[config.mk]
export PLATFORM = sky130hd
export DESIGN_NAME = http_request_head_parser
export DESIGN_NICKNAME = d
export VERILOG_FILES = /design/src/design/hrhp_pkg.sv /design/src/design/hrhp_front.sv /design/src/design/hrhp_fifo.sv /design/src/design/hrhp_back.sv /design/src/design/http_request_head_parser.sv
export VERILOG_INCLUDE_DIRS = /design/src /design/src/design
export SDC_FILE = /design/constraint.sdc
export NUM_CORES = 1
export LEC_CHECK = 0
export ABC_AREA = 1
export BUFFER_PORTS_ARGS = -buffer_cell sky130_fd_sc_hd__buf_4
export CAP_MARGIN = 10
export CORE_MARGIN = 5
export CORE_UTILIZATION = 60
export DETAILED_ROUTE_END_ITERATION = 6
export PLACE_DENSITY_LB_ADDON = 0.05
export SETUP_SLACK_MARGIN = 0.15
export SLEW_MARGIN = 20
export SYNTH_ARGS = -nofsm -noshare
export SYNTH_HDL_FRONTEND = slang
export SYNTH_HIERARCHICAL = 1
export SYNTH_SLANG_ARGS = --single-unit
[constraint.sdc]
create_clock -name clk -period 4.5 [get_ports clk]
set_input_delay 0.225 -clock clk [delete_from_list [all_inputs] [get_ports clk]]
set_output_delay 0.225 -clock clk [all_outputs]
set_load 0.01 [all_outputs]
[src/design/http_request_head_parser_macros.svh]
// Assertion macros shared by the parser modules.
// Expects signals named clk and arst_n in the module that uses them.
`ifndef HTTP_REQUEST_HEAD_PARSER_MACROS_SVH
`define HTTP_REQUEST_HEAD_PARSER_MACROS_SVH

// condition implies consequence in the same cycle
`define HRHP_ASSERT_IMP(lbl, ante, cons) \
	lbl: assert property (@(posedge clk) disable iff (!arst_n) (ante) |-> (cons)) \
		else $error("hrhp: same-cycle check failed");

// condition implies consequence in the next cycle
`define HRHP_ASSERT_NXT(lbl, ante, cons) \
	lbl: assert property (@(posedge clk) disable iff (!arst_n) (ante) |=> (cons)) \
		else $error("hrhp: next-cycle check failed");

`endif

[src/design/hrhp_pkg.sv]
// Shared types and constants of the HTTP request head parser.
// No dependencies; used by every module of the parser.
`timescale 1ns / 1ps

package hrhp_pkg;

	// result kinds
	typedef enum logic [2:0] {
		K_URI    = 3'd0,
		K_HEADER = 3'd1,
		K_LINE   = 3'd2,
		K_HEAD   = 3'd3,
		K_BODY   = 3'd4,
		K_BAD    = 3'd5
	} kind_t;

	// method codes
	typedef enum logic [2:0] {
		M_GET     = 3'd0,
		M_POST    = 3'd1,
		M_PUT     = 3'd2,
		M_HEAD    = 3'd3,
		M_DELETE  = 3'd4,
		M_OPTIONS = 3'd5,
		M_NONE    = 3'd6
	} method_t;

	// parse phases
	typedef enum logic [2:0] {
		PH_METHOD = 3'd0,
		PH_URI    = 3'd1,
		PH_TAIL   = 3'd2,
		PH_HEADER = 3'd3,
		PH_BODY   = 3'd4,
		PH_IGNORE = 3'd5
	} phase_t;

	// position within a line
	typedef enum logic [1:0] {
		LP_START = 2'd0,
		LP_ONE   = 2'd1,
		LP_MORE  = 2'd2
	} lpos_t;

	// percent-escape progress
	typedef enum logic [1:0] {
		ESC_NONE = 2'd0,
		ESC_PCT  = 2'd1,
		ESC_HIGH = 2'd2
	} esc_t;

	// characters the parser looks for
	localparam logic [7:0] CH_CR    = 8'h0D;
	localparam logic [7:0] CH_LF    = 8'h0A;
	localparam logic [7:0] CH_SPACE = 8'h20;
	localparam logic [7:0] CH_PCT   = 8'h25;
	localparam logic [7:0] CH_COLON = 8'h3A;
	localparam logic [7:0] CH_0     = 8'h30;
	localparam logic [7:0] CH_UA    = 8'h41;
	localparam logic [7:0] CH_UZ    = 8'h5A;
	localparam logic [7:0] CH_LA    = 8'h61;
	localparam logic [7:0] CH_LZ    = 8'h7A;
	localparam logic [7:0] CH_D     = 8'h44;
	localparam logic [7:0] CH_G     = 8'h47;
	localparam logic [7:0] CH_H     = 8'h48;
	localparam logic [7:0] CH_O     = 8'h4F;
	localparam logic [7:0] CH_P     = 8'h50;
	localparam logic [7:0] HEX_GAP  = 8'd7;
	localparam logic [7:0] CASE_GAP = 8'd32;

	// queue between front and back
	localparam int QDepth = 4;
	localparam int QAw    = $clog2(QDepth);
	localparam int QCw    = $clog2(QDepth + 1);

	// input request
	typedef struct packed {
		logic [7:0] data_byte;
		logic       message_start;
	} req_t;

	// one result
	typedef struct packed {
		kind_t      kind;
		logic [7:0] value;
		method_t    method;
		logic       last_of_run;
	} res_t;

	// one emitted item without method
	typedef struct packed {
		kind_t      kind;
		logic [7:0] value;
	} item_t;

	// all results caused by one byte
	typedef struct packed {
		item_t   r0;
		item_t   r1;
		logic    two;
		method_t method;
	} bundle_t;

endpackage

[src/design/hrhp_front.sv]
// Front end: takes request bytes, runs the parse state and builds result bundles.
// Depends on hrhp_pkg.
`timescale 1ns / 1ps

module hrhp_front (
	input  logic             clk,
	input  logic             arst_n,
	input  logic             push,
	input  logic             q_full,
	input  hrhp_pkg::req_t   request,
	output logic             full,
	output logic             q_push,
	output hrhp_pkg::bundle_t q_data
);
	import hrhp_pkg::*;

	typedef struct packed {
		phase_t     phase;
		method_t    method;
		lpos_t      lpos;
		logic       lower;
		esc_t       esc;
		logic [7:0] hi;
		logic       cr;
	} pst_t;

	typedef struct packed {
		pst_t       st;
		logic       emit;
		item_t      item;
	} step_t;

	localparam pst_t PST_RESET = '{phase: PH_METHOD, method: M_NONE, lpos: LP_START,
		lower: 1'b0, esc: ESC_NONE, hi: 8'd0, cr: 1'b0};

	// lenient hex digit value
	function automatic logic [7:0] hexv(input logic [7:0] c);
		logic [7:0] v;
		v = c - CH_0;
		if (c >= CH_UA) v = v - HEX_GAP;
		if (c >= CH_LA) v = v - CASE_GAP;
		return v;
	endfunction

	function automatic logic [7:0] upper(input logic [7:0] c);
		return (c >= CH_LA && c <= CH_LZ) ? c - CASE_GAP : c;
	endfunction

	// one content byte of a line
	function automatic step_t content(input pst_t s, input logic [7:0] c);
		step_t r;
		logic [7:0] v;
		r.st = s;
		r.emit = 1'b0;
		r.item = '{kind: K_URI, value: c};
		unique case (s.phase)
			PH_METHOD: begin
				if (s.lpos == LP_START) begin
					case (c)
						CH_P:    r.st.method = M_PUT;
						CH_G:    r.st.method = M_GET;
						CH_H:    r.st.method = M_HEAD;
						CH_D:    r.st.method = M_DELETE;
						CH_O:    r.st.method = M_OPTIONS;
						default: r.st.method = M_NONE;
					endcase
				end else if (s.lpos == LP_ONE && s.method == M_PUT && c == CH_O) begin
					r.st.method = M_POST;
				end
				if (c == CH_SPACE) r.st.phase = PH_URI;
			end
			PH_URI: begin
				if (s.lpos == LP_ONE && s.method == M_PUT && c == CH_O)
					r.st.method = M_POST;
				if (c == CH_SPACE) begin
					r.st.esc = ESC_NONE;
					r.st.phase = PH_TAIL;
				end else if (s.esc == ESC_NONE) begin
					if (c == CH_PCT) begin
						r.st.esc = ESC_PCT;
					end else begin
						r.emit = 1'b1;
						r.item.value = upper(c);
					end
				end else if (s.esc == ESC_PCT) begin
					r.st.hi = hexv(c);
					r.st.esc = ESC_HIGH;
				end else begin
					v = {s.hi[3:0], 4'b0000} | hexv(c);
					r.st.esc = ESC_NONE;
					r.emit = 1'b1;
					r.item.value = upper(v);
				end
			end
			PH_TAIL: begin
				if (s.lpos == LP_ONE && s.method == M_PUT && c == CH_O)
					r.st.method = M_POST;
			end
			default: begin
				// header line: lowercase the name of a line that opens uppercase
				v = c;
				if (s.lpos == LP_START && c >= CH_UA && c <= CH_UZ) r.st.lower = 1'b1;
				if (r.st.lower) begin
					if (c == CH_COLON) r.st.lower = 1'b0;
					else if (c >= CH_UA && c <= CH_UZ) v = c + CASE_GAP;
				end
				r.emit = 1'b1;
				r.item = '{kind: K_HEADER, value: v};
			end
		endcase
		if (s.lpos == LP_START) r.st.lpos = LP_ONE;
		else r.st.lpos = LP_MORE;
		return r;
	endfunction

	// CR LF seen
	function automatic step_t line_end(input pst_t s);
		step_t r;
		r.st = s;
		r.emit = 1'b1;
		r.item = '{kind: K_LINE, value: 8'd0};
		if (s.phase == PH_HEADER) begin
			if (s.lpos == LP_START) begin
				r.item.kind = K_HEAD;
				r.st.phase = (s.method == M_POST) ? PH_BODY : PH_IGNORE;
			end
		end else begin
			r.item.kind = (s.phase == PH_TAIL) ? K_LINE : K_BAD;
			r.st.phase = PH_HEADER;
		end
		r.st.lpos = LP_START;
		r.st.lower = 1'b0;
		r.st.esc = ESC_NONE;
		return r;
	endfunction

	pst_t  st_q, st_d, s0;
	step_t sa, sb;
	logic  take, lone;

	assign full = q_full;
	assign take = push && !q_full;

	// state register
	always_ff @(posedge clk or negedge arst_n) begin
		if (!arst_n) begin
			st_q <= PST_RESET;
		end else if (take) begin
			st_q <= st_d;
		end
	end

	// next state and bundle
	always_comb begin
		s0 = request.message_start ? PST_RESET : st_q;
		sa = '{st: s0, emit: 1'b0, item: '{kind: K_BODY, value: request.data_byte}};
		sb = sa;
		lone = 1'b0;
		if (s0.phase == PH_BODY) begin
			sa.emit = 1'b1;
		end else if (s0.phase == PH_IGNORE) begin
			sa.emit = 1'b0;
		end else if (s0.cr) begin
			s0.cr = 1'b0;
			if (request.data_byte == CH_LF) begin
				sa = line_end(s0);
			end else begin
				// lone CR is content, then this byte
				lone = 1'b1;
				sa = content(s0, CH_CR);
				sb = content(sa.st, request.data_byte);
			end
		end else if (request.data_byte == CH_CR) begin
			sa.st.cr = 1'b1;
		end else begin
			sa = content(s0, request.data_byte);
		end
		// the second step is only taken after a lone CR
		st_d = lone ? sb.st : sa.st;
		q_data.method = st_d.method;
		q_data.two = sa.emit && sb.emit;
		q_data.r0 = sa.emit ? sa.item : sb.item;
		q_data.r1 = sb.item;
		q_push = take && (sa.emit || sb.emit);
	end

endmodule

[src/design/hrhp_fifo.sv]
// Short bundle queue between front and back.
// Depends on hrhp_pkg and the assertion macro header.
`timescale 1ns / 1ps
`include "http_request_head_parser_macros.svh"

module hrhp_fifo (
	input  logic              clk,
	input  logic              arst_n,
	input  logic              wr,
	input  hrhp_pkg::bundle_t wdata,
	input  logic              rd,
	output hrhp_pkg::bundle_t rdata,
	output logic              q_full,
	output logic              q_empty
);
	import hrhp_pkg::*;

	bundle_t          mem_q [QDepth];
	logic [QAw-1:0]   wp_q, rp_q;
	logic [QCw-1:0]   cnt_q;

	assign q_full  = (cnt_q == QCw'(QDepth));
	assign q_empty = (cnt_q == '0);
	assign rdata   = mem_q[rp_q];

	// storage
	always_ff @(posedge clk) begin
		if (wr) mem_q[wp_q] <= wdata;
	end

	// pointers and fill count
	always_ff @(posedge clk or negedge arst_n) begin
		if (!arst_n) begin
			wp_q  <= '0;
			rp_q  <= '0;
			cnt_q <= '0;
		end else begin
			if (wr) wp_q <= wp_q + 1'b1;
			if (rd) rp_q <= rp_q + 1'b1;
			if (wr && !rd) cnt_q <= cnt_q + 1'b1;
			else if (rd && !wr) cnt_q <= cnt_q - 1'b1;
		end
	end

	`HRHP_ASSERT_IMP(a_no_overflow, wr, !q_full || rd)
	`HRHP_ASSERT_IMP(a_no_underflow, rd, !q_empty)

endmodule

[src/design/hrhp_back.sv]
// Back end: unpacks bundles into single results behind an output register.
// Depends on hrhp_pkg and the assertion macro header.
`timescale 1ns / 1ps
`include "http_request_head_parser_macros.svh"

module hrhp_back (
	input  logic              clk,
	input  logic              arst_n,
	input  hrhp_pkg::bundle_t q_data,
	input  logic              q_empty,
	output logic              q_rd,
	input  logic              pop,
	output logic              empty,
	output hrhp_pkg::res_t    result
);
	import hrhp_pkg::*;

	bundle_t bun_q;
	logic    vld_q;
	logic    idx_q;
	logic    last, done;
	item_t   cur;

	assign last  = (idx_q == bun_q.two);
	assign done  = vld_q && pop && last;
	assign q_rd  = !q_empty && (!vld_q || done);
	assign empty = !vld_q;
	assign cur   = idx_q ? bun_q.r1 : bun_q.r0;
	assign result = '{kind: cur.kind, value: cur.value, method: bun_q.method,
		last_of_run: last};

	// bundle register
	always_ff @(posedge clk) begin
		if (q_rd) bun_q <= q_data;
	end

	// valid flag and result index
	always_ff @(posedge clk or negedge arst_n) begin
		if (!arst_n) begin
			vld_q <= 1'b0;
			idx_q <= 1'b0;
		end else begin
			if (q_rd) begin
				vld_q <= 1'b1;
				idx_q <= 1'b0;
			end else if (done) begin
				vld_q <= 1'b0;
			end else if (vld_q && pop) begin
				idx_q <= 1'b1;
			end
		end
	end

	`HRHP_ASSERT_IMP(a_second_needs_two, vld_q && idx_q, bun_q.two)
	`HRHP_ASSERT_NXT(a_load_shows, q_rd, vld_q && !idx_q)

endmodule

[src/design/http_request_head_parser.sv]
// Top level of the HTTP request head parser.
// Depends on hrhp_pkg, hrhp_front, hrhp_fifo and hrhp_back.
`timescale 1ns / 1ps

// Takes one request byte per clock while full is low and delivers one result per
// clock while pop is high and empty is low. The front parses the byte in the cycle
// it is accepted and writes its results, if any, as a bundle of one or two into a
// four-entry queue; the back unpacks bundles into an output register, so the
// first result of a byte passes the queue and then the bundle register before it
// appears. A byte that causes two results (a lone carriage return followed by
// content) needs a pop for each at the result side; the queue absorbs these and
// the input stalls (full) only when four bundles wait in the queue behind the one
// in the output register. Sustained input rate is one byte per cycle whenever pop
// is held high and two-result bytes are rare enough for the queue to absorb.
module http_request_head_parser (
	input  logic            clk,
	input  logic            arst_n,
	input  logic            push,
	output logic            full,
	input  hrhp_pkg::req_t  request,
	output logic            empty,
	input  logic            pop,
	output hrhp_pkg::res_t  result
);
	import hrhp_pkg::*;

	bundle_t wdata, rdata;
	logic    q_push, q_full, q_empty, q_rd;

	hrhp_front u_front (
		.clk     (clk),
		.arst_n  (arst_n),
		.push    (push),
		.q_full  (q_full),
		.request (request),
		.full    (full),
		.q_push  (q_push),
		.q_data  (wdata)
	);

	hrhp_fifo u_fifo (
		.clk     (clk),
		.arst_n  (arst_n),
		.wr      (q_push),
		.wdata   (wdata),
		.rd      (q_rd),
		.rdata   (rdata),
		.q_full  (q_full),
		.q_empty (q_empty)
	);

	hrhp_back u_back (
		.clk     (clk),
		.arst_n  (arst_n),
		.q_data  (rdata),
		.q_empty (q_empty),
		.q_rd    (q_rd),
		.pop     (pop),
		.empty   (empty),
		.result  (result)
	);

endmodule

==> results_tabular.tex <==
\begin{tabular}{lr}
\hline
Metric & Value \\
\hline
\multicolumn{2}{l}{\textbf{Outcome}} \\
Outcome & finished clean \\
\multicolumn{2}{l}{\textbf{Final layout}} \\
Net count, final & 1069 \\
Layout-stage area growth over the synthesis result & 9.40\% \\
Post-route standard cell area excluding fillers & 9880 um2 \\
Share of final-layout standard cells stronger than drive strength 1 & 13.8\% \\
Fillcell total & 1159 \\
Diode insertion count for antenna repair & 0 \\
Cell Count, Final, Fillers Out & 1231 \\
Share of the core filled with cells & 67.5\% \\
\multicolumn{2}{l}{\textbf{CTS}} \\
Number of buffers created by CTS & 17 \\
Library cell used as clock root buffer & sky130\_fd\_sc\_hd\_\_clkbuf\_16 \\
TritonCTS sink count & 155 \\
H-tree levels & 4 \\
Clock tree from TritonCTS & built \\
CTS max path bufs & 2 \\
Clk\_lat worst skew & 0.43 ns \\
Clk pin slew, worst setup/hold paths & 0.07 ns \\
Number of post-CTS setup repair buffers & 0 \\
Post-cts resize count & 0 \\
\multicolumn{2}{l}{\textbf{STA}} \\
Fin crit share & 80.0\% \\
Relative slew slack & 28.2\% \\
Final setup vio count & 0 \\
Slew at the pin closest to its max-slew limit & 1.07 ns \\
Highest Clock Rate & 0.278 GHz \\
Final count of pins violating max slew & 0 \\
Final Skew & 0.0109 ns \\
Final TNS setup & 0 ns \\
Clock period minus final worst setup slack & 3.60 ns \\
Final hold viol count & 0 \\
PnR worst setup slack & 0.899 ns \\
Post-Route Hold Slack & 0.0712 ns \\
Unrepaired setup endpoints after global routing & false \\
\multicolumn{2}{l}{\textbf{Global route}} \\
Residual overflow from global routing & 0 \\
Pin count of the biggest net entering global routing & 63 \\
Antenna violations before repair & 0 \\
First-pass GRT wire length & 37100 um \\
All-layer global routing usage & 27.2\% \\
Via count of the first global-routing pass & 6706 \\
\multicolumn{2}{l}{\textbf{Worst setup path}} \\
CP cell instances & inv\_1, nor2\_1, nand2\_1, inv\_1, nor2\_4, inv\_1, nor4\_1, o21ai\_0, inv\_1, ha\_1, inv\_1, fa\_1, nand2\_1, nand3\_1, nand2\_1, nand2\_1 \\
Slowest-stage cell, CP & sky130\_fd\_sc\_hd\_\_dfrtp\_1 \\
Startpoint-to-endpoint class of the critical path & reg -> reg \\
Element type at the critical path end & flip-flop \\
Worst EP required & 4.82 ns \\
Delay contributed by the slowest stage of the critical path & 0.38 ns \\
Crit path top cell by count & sky130\_fd\_sc\_hd\_\_inv\_1 \\
Critical path fanouts, max & 13 \\
Data arrival time at the worst-slack endpoint & 3.92 ns \\
CP startpoint kind & flip-flop \\
\multicolumn{2}{l}{\textbf{Placed design}} \\
Post-DP HPWL & 16700 um \\
Dpl cells & 1198 \\
Port Buf Inserts & 29 \\
Area after DPL & 9270 um2 \\
Post-place setup slack & 0.735 ns \\
Placer Congestion & 1.02 \\
\multicolumn{2}{l}{\textbf{Synth}} \\
Synth cell count leaders & sky130\_fd\_sc\_hd\_\_nand2\_1, sky130\_fd\_sc\_hd\_\_inv\_1, sky130\_fd\_sc\_hd\_\_edfxtp\_1 \\
Xor and xnor fraction of the mapped netlist area & 0.776\% \\
Cell with the most instances after synthesis & sky130\_fd\_sc\_hd\_\_nand2\_1 \\
Synthesis-stage register bit count & 155 \\
Post-synth EDFFs & 130 \\
Unique masters post-synth & 58 \\
Post-Synthesis Cell Area & 9030 um2 \\
Share of the synthesized area in the top cell type & 43.2\% \\
Basic-gate share of the synthesized area counting and, or, nand and nor cells & 21.0\% \\
Ys Warns & 6 \\
Syn Inst Count & 1015 \\
Number of nets produced by synthesis & 1050 \\
Async set or reset register ratio after synthesis & 16.1\% \\
Portion of the post-synthesis area used by sequential elements & 50.2\% \\
Ranking of synthesized cells by area & sky130\_fd\_sc\_hd\_\_edfxtp\_1, sky130\_fd\_sc\_hd\_\_nand2\_1, sky130\_fd\_sc\_hd\_\_dfrtp\_1 \\
Adder-cell share of the synthesized area & 3.13\% \\
Library cell occupying the most area in the post-synthesis netlist & sky130\_fd\_sc\_hd\_\_edfxtp\_1 \\
Mux contribution to synthesized area & 0\% \\
Post-synth top flop & sky130\_fd\_sc\_hd\_\_edfxtp\_1 \\
Mean post-synth cell area & 8.90 um2 \\
Synth Area in Compound Gates & 14.5\% \\
Combinational family with the most area after synthesis & simple AND/OR/NAND/NOR gates \\
\multicolumn{2}{l}{\textbf{Route}} \\
Aggregate routed wire length & 23600 um \\
Number of routed nets with antenna violations & 0 \\
Number of DRC violations after detailed routing & 0 \\
Vias post-DR & 7136 \\
Router iterations before antenna repair & 6 \\
Starting DRC count in detailed routing & 791 \\
Routed WL per cell & 19.2 um \\
Avg Vias per Cell & 5.80 \\
\multicolumn{2}{l}{\textbf{Power and ir drop}} \\
Power Total & 5.98 mW \\
Worst IR Drop VDD & 0.000291 V \\
Static power due to leakage & 4.32 nW \\
Power Density & 605 nW/um2 \\
\multicolumn{2}{l}{\textbf{Floorplanning}} \\
Die boundary height & 133 um \\
Die Footprint & 17600 um2 \\
Die X-Extent & 133 um \\
Placement Rows & 44 \\
Placeable core area & 14600 um2 \\
Starting utilization of the core area & 61.7\% \\
Number of ports placed on the die boundary & 30 \\
\multicolumn{2}{l}{\textbf{Worst hold path}} \\
Worst hold path class & in -> reg \\
\multicolumn{2}{l}{\textbf{Job}} \\
Max capacitance violation total & 0 \\
\hline
\end{tabular}
-- state kept, by name, summed over array words and instances, names as in the netlist --
| register | flops |
|---|---|
| u_back/result | 3 |
| u_fifo/wp_q | 2 |
| u_back/vld_q | 1 |
| u_front/st_q | 16 |
| u_fifo/mem_q | 104 |
| u_fifo/cnt_q | 3 |
| u_fifo/rp_q | 2 |
| u_back/bun_q | 23 |
| u_back/idx_q | 1 |
-- cell families after synthesis --
| logic type | count (synthesis) |
|---|---|
| adder cells (fa/ha/maj) | 22 |
| other | 1 |
| AND/OR/NAND/NOR | 436 |
| XOR/XNOR | 8 |
| AO/OA/AOI/OAI | 188 |
| buffers and inverters | 205 |
| flip-flops | 155 |
-- layout by cell type (no fill, tap or decap), types with 3 or more instances in the layout --
cell type and n:
sky130_fd_sc_hd__inv_1 146, sky130_fd_sc_hd__nor2_1 64, sky130_fd_sc_hd__a22oi_1 3, sky130_fd_sc_hd__nor3_1 15, sky130_fd_sc_hd__ha_1 21, sky130_fd_sc_hd__nand3_1 44, sky130_fd_sc_hd__o21ai_0 42, sky130_fd_sc_hd__o21ai_1 10
sky130_fd_sc_hd__clkbuf_16 17, sky130_fd_sc_hd__xor2_1 6, sky130_fd_sc_hd__edfxtp_1 130, sky130_fd_sc_hd__o32ai_1 3, sky130_fd_sc_hd__nand4_1 6, sky130_fd_sc_hd__a31oi_1 5, sky130_fd_sc_hd__clkinv_1 3, sky130_fd_sc_hd__inv_8 3
sky130_fd_sc_hd__nor2_4 3, sky130_fd_sc_hd__dfrtp_1 22, sky130_fd_sc_hd__o22ai_1 7, sky130_fd_sc_hd__nand2_2 10, sky130_fd_sc_hd__inv_6 5, sky130_fd_sc_hd__o211ai_1 40, sky130_fd_sc_hd__a21oi_1 35, sky130_fd_sc_hd__a221oi_1 5
sky130_fd_sc_hd__inv_2 10, sky130_fd_sc_hd__nor2_2 10, sky130_fd_sc_hd__o211ai_2 19, sky130_fd_sc_hd__nand2_1 271, sky130_fd_sc_hd__buf_4 44, sky130_fd_sc_hd__nand2_4 4
-- power by group --
group | total [mW] | internal [mW] | switching (mW) | leakage [nW]
Clock | 1.46 | 0.840 | 0.619 | 0.298
Combinational | 2.19 | 0.715 | 1.48 | 2.52
Sequential | 2.33 | 2.09 | 0.240 | 1.50
Total | 5.98 | 3.65 | 2.34 | 4.32
-- final timing paths --
| kind | start | endpoint | cells after the start | slack [ns] |
|---|---|---|---|---|
| worst max register to register | u_front/st_q[19] | u_fifo/cnt_q[2] | 16 | 0.90 |
| max in group asynchronous | arst_n | u_front/st_q[15] | 2 | 3.95 |
| worst max-delay path | u_front/st_q[19] | u_fifo/cnt_q[2] | 16 | 0.90 |
| worst min register to register | u_front/st_q[0] | u_front/st_q[0] | 2 | 0.50 |
| worst min-delay path | pop | u_back/idx_q | 3 | 0.07 |
| min in group asynchronous | arst_n | u_front/st_q[14] | 2 | 0.25 |
-- worst max-delay path, delay by kind of cell, from the launching register on --
kind / cells / cell delay, ns
buffers and inverters: 5 / 1.00
and+or+nand+nor: 8 / 1.36
DFF: 1 / 0.38
AOI/OAI and AO/OA: 1 / 0.15
adders and majority gates: 2 / 0.59
-- layout make-up --
type | instances | area (um2) | share of cell area (%)
clock inverters | 15 | 180 | 1.82
multi-input cells | 655 | 3570 | 36.1
well taps | 184 | 230 | 2.33
flip-flops and latches | 155 | 4540 | 45.9
clock buffers | 17 | 425 | 4.30
inverters | 160 | 603 | 6.10
repair buffers | 45 | 340 | 3.44
-- metal layers --
layer	GRT usage (%)	share of wire, %
met1	35.3	41
met2	45.6	50
met3	4.40	6.4
met4	11.2	3.5
met5	0	0
-- what timing repair did --
action / in CTS / in global routing
hold buffers: 1 / 0
endpoints found under the setup margin: 0 / 0
endpoints found under the hold margin: 25 / 0
No activity file was read; power rests on OpenSTA's default activity.
